## src/hdl/dbhp_pkg.sv

```systemverilog
`default_nettype none
package dbhp_pkg;

  localparam int VERTS      = 4096;
  localparam int VERT_W     = 12;
  localparam int PARTS      = 16;
  localparam int PART_W     = 4;
  localparam int PCNT_W     = 5;
  localparam int DEG_W      = 32;
  localparam int FRAC_W     = 16;
  localparam int VCNT_W     = 13;
  localparam logic [VCNT_W-1:0] VCNT_MAX = {VCNT_W{1'b1}};

  // Item modes
  localparam logic [1:0] MODE_LOAD   = 2'd0;
  localparam logic [1:0] MODE_HASH   = 2'd1;
  localparam logic [1:0] MODE_ASSIGN = 2'd2;
  localparam logic [1:0] MODE_ROUTE  = 2'd3;

  // One vertex row of the state memory
  typedef struct packed {
    logic [PARTS-1:0][DEG_W-1:0] pdeg;
    logic [PART_W-1:0]           asg;
    logic                        touched;
    logic [PARTS-1:0]            mirror;
    logic [DEG_W-1:0]            degree;
  } vrow_t;

endpackage
`default_nettype wire

```

## src/hdl/dbhp_div.sv

```systemverilog
`default_nettype none
// Q0.16 ratio num/den, saturated to all ones when num >= den.
// One quotient bit per cycle.
module dbhp_div
  import dbhp_pkg::*;
(
  input  wire logic               clk,
  input  wire logic               rst,
  input  wire logic               start,
  input  wire logic [DEG_W-1:0]   num,
  input  wire logic [DEG_W:0]     den,
  output logic                    done,
  output logic [FRAC_W-1:0]       quo
);

  logic              busy;
  logic [4:0]        cnt;
  logic [DEG_W:0]    rem;
  logic [DEG_W+1:0]  dbl;
  logic              take;

  assign dbl  = {rem, 1'b0};
  assign take = dbl >= {1'b0, den};

  always_ff @(posedge clk) begin
    if (rst) begin
      busy <= 1'b0;
      done <= 1'b0;
    end else begin
      done <= 1'b0;
      if (start) begin
        if ({1'b0, num} >= den) begin
          quo  <= {FRAC_W{1'b1}};
          done <= 1'b1;
        end else begin
          rem  <= {1'b0, num};
          quo  <= '0;
          cnt  <= 5'(FRAC_W);
          busy <= 1'b1;
        end
      end else if (busy) begin
        // shift-subtract step
        quo <= {quo[FRAC_W-2:0], take};
        rem <= take ? (DEG_W+1)'(dbl - {1'b0, den}) : dbl[DEG_W:0];
        cnt <= cnt - 5'd1;
        if (cnt == 5'd1) begin
          busy <= 1'b0;
          done <= 1'b1;
        end
      end
    end
  end

endmodule
`default_nettype wire

```

## config.mk

```make
export PLATFORM = sky130hd
export DESIGN_NAME = dbhp_div
export DESIGN_NICKNAME = d
export VERILOG_FILES = /design/src/hdl/dbhp_pkg.sv /design/src/hdl/dbhp_div.sv
export SDC_FILE = /design/constraint.sdc
export NUM_CORES = 1
export LEC_CHECK = 0
export ABC_AREA = 0
export ABC_CLOCK_PERIOD_IN_PS = 6050
export BUFFER_PORTS_ARGS = -buffer_cell sky130_fd_sc_hd__buf_2
export CORE_MARGIN = 2
export CORE_UTILIZATION = 58
export DETAILED_ROUTE_END_ITERATION = 6
export PLACE_DENSITY = 0.91
export SETUP_SLACK_MARGIN = 0.15
export SLEW_MARGIN = 25
export SYNTH_ARGS = -nofsm -noshare
export SYNTH_HDL_FRONTEND = slang
export SYNTH_SLANG_ARGS = --single-unit
```

## constraint.sdc

```tcl
create_clock -name clk -period 6.05 [get_ports clk]
set_clock_uncertainty 0.05 [all_clocks]
set_input_delay 1.5125 -clock clk [delete_from_list [all_inputs] [get_ports clk]]
set_output_delay 1.5125 -clock clk [all_outputs]
set_load 0.03 [all_outputs]
```

==> metrics.cfg <==
[final_layout]
design_area_mm2 = 0.00590
fin_nets = 790
final_common_cell = buf_2
final_cell_mix = buf_2 (84), ha_1 (67), inv_1 (60), a21oi_1 (60), edfxtp_1 (54)
fillCellCount = 706
syn_to_final_growth_pct = 11.1
insertedDiodeCount = 0
stdcell_count = 763
drive_above_1_share = 0.211

[place]
gp_congestion = 1.01
hpwl_mm = 10.2
dpl_cell_area_mm2 = 0.00581
post-place-cells = 755
port_buffers = 84

[timing]
worstMarginPinSlew_ns = 0.805
maxSlewHeadroom = 0.462
min_period_ns = 4.38
period_share = 0.724
setup-violations-final = 0
setup_tns_ns = 0
whs_ns = 0.488
rsz0062_at_grt = false
hold_viol = 0
clock.fmax_mhz = 228
slew_viol_final = 0

[clock_network]
cts_setup_buffers = 0
clk_pin_slew_worst_paths_ns = 0.12
cts_tree = built
clk_latency_ns = 0.32
cts_max_path_buffers = 2
h-tree-depth = 2
cts-buffers-inserted = 5
hold_buffers = 0
cts-resized-gates = 0
cts_sinks = 56
root_buffer = clkbuf_8

[yosys]
synth_xor_area_frac = 0.0495
syn_nets = 712
ys_async_sr_fraction = 0
synth_top_family_by_area = compound AO/OA/AOI/OAI gates
syn_area_mm2 = 0.00531
netlist.area_leader.share = 0.305
synthSimpleGateAreaFrac = 0.135
synth_edf_count = 54
syn_avg_cell_area_um2 = 9.22
synthCells = 576
ys_seq_area_frac = 0.313
ys.flop_type = edfxtp_1
synth_compound_area_frac = 0.192
muxShareOfSynthArea = 0.0862
synthTopCellsByArea = edfxtp_1 (31%), ha_1 (16%), a21oi_1 (5.7%), inv_1 (4.2%), o21ai_0 (3.9%)
yosys.cell_types.count = 60
synth_top_area_cell = edfxtp_1
yosys_warnings = 0
yosys.area_share.adder = 0.162
synth_seq_cells = 56

[power]
p_leak_nw = 2.78
powerDensity_mw_per_mm2 = 230
ir_drop_uv = 126
power.total_w = 0.00136

[flow_run]
cap_viol_max_count = 0

[worst_setup_path]
cp.arrival_ns = 4.41
reg2reg_depth = 11
start_kind = input port
end_kind = flip-flop
reg2reg_from = rem[0]
path_class = input port to flip-flop
timing.rr.end = rem[2]
cp_max_fo = 21
rrSetupSlack_ns = 2.68
worstPathRequired_ns = 6.08

[die]
die_h_um = 99.7
dieArea_mm2 = 0.00994
die_w_um = 99.7
coreArea_mm2 = 0.00881
io_pins = 85
initial_core_util = 0.603
rows = 34

[drt]
viasPerCell = 6.27
vias = 4786
routedWlPerCell_um = 17.6
drc = 7
drt-initial-drc-count = 362
final_antenna_net_count = 0
routed_wl_mm = 13.4
firstDrtPassIters = 7

[grt]
antenna_found_initial = 0
grt.overflow.total = 0
grt_start_max_net_pins = 76
grt_pass1_vias = 4771
grt_first_pass_wirelength_mm = 21.8
grt_usage = 0.269

[status]
violations = design-rule violations
status = complete, but fails checks

[hold_path]
holdPathEnd = busy
hold_path_startpoint = busy
hp-class = flip-flop to flip-flop
whs_path_depth = 2

## flip-flops by register name (all words and copies together), names as in the netlist
signal / cells
rem: 33
quo: 16
busy: 1
done: 1
cnt: 5
## worst max-delay path: stages
cell and delay, ns:
buf_2 0.07, inv_1 0.06, ha_1 0.30, nand4_1 0.24, nor4_1 0.68, a21oi_1 0.15
o2111ai_1 0.15, nor4_1 0.06, a2111oi_0 0.39, buf_4 0.22, a21oi_4 0.20, buf_4 0.34
## how the worst max path moves through the flow
stage / start / end / slack (ns) / cells past startpoint
floorplan: den[2] / cnt[0] / 0.81 / 10
global placement: den[2] / rem[23] / 1.54 / 13
detailed placement: den[2] / rem[25] / 1.43 / 13
CTS: den[2] / rem[23] / 1.79 / 13
global route: den[2] / rem[29] / 1.57 / 13
finish: den[22] / rem[27] / 1.67 / 12
## cells by family after synthesis
kind of cell / count (synthesis)
buffers and inverters: 78
adder cells (fa/ha/maj): 68
AO/OA/AOI/OAI: 167
multiplexers: 37
flip-flops: 56
AND/OR/NAND/NOR: 140
XOR/XNOR: 30
## area by class of cell
| type | instances | area (um^2) | share of cell area |
|---|---|---|---|
| clock buffers | 5 | 68.8 | 0.0117 |
| multi-input cells | 442 | 3330 | 0.564 |
| flip-flops and latches | 56 | 1660 | 0.282 |
| inverters | 60 | 225 | 0.0382 |
| well taps | 108 | 135 | 0.0229 |
| clock inverters | 3 | 25.0 | 0.00424 |
| repair buffers | 89 | 458 | 0.0776 |
## stage by stage
step | utilization | worst slack [ns]
CTS | 0.670 | 1.79
finish | 0.670 | 1.67
floorplan | - | 0.811
global placement | 0.660 | 1.54
global route | 0.670 | 1.57
detailed placement | 0.660 | 1.43
## synth_stat cells, types with 3 or more instances
| cell type | n |
|---|---|
| edfxtp_1 | 54 |
| nor3b_1 | 4 |
| nand4_1 | 13 |
| buf_2 | 3 |
| nor2_1 | 28 |
| nand2_1 | 37 |
| o21bai_1 | 3 |
| nor3_1 | 8 |
| o31ai_1 | 3 |
| a21o_1 | 22 |
| xor2_1 | 15 |
| or3_1 | 4 |
| and3_1 | 3 |
| nand3_1 | 9 |
| mux2_2 | 18 |
| mux2i_1 | 6 |
| a31oi_1 | 7 |
| o31a_1 | 3 |
| nor4_1 | 6 |
| a21oi_1 | 61 |
| or2_2 | 3 |
| nor2b_1 | 12 |
| o21a_1 | 7 |
| mux2_4 | 13 |
| o21ai_0 | 41 |
| a211o_1 | 3 |
| xnor2_1 | 15 |
| inv_1 | 60 |
| clkbuf_1 | 9 |
| a221o_1 | 3 |
| ha_1 | 67 |
## power breakdown
part	total [W]	internal, W	switching (W)
Clock	0.000228	0.0000850	0.000143
Sequential	0.000504	0.000482	0.0000215
Combinational	0.000624	0.000279	0.000345
Total	0.00136	0.000847	0.000510
## routing by layer
metal / share of wire / global-route usage
met1: 0.40 / 0.333
met2: 0.47 / 0.466
met3: 0.083 / 0.0457
met4: 0.042 / 0.110
met5: 0 / 0
No activity file was read; power rests on OpenSTA's default activity.
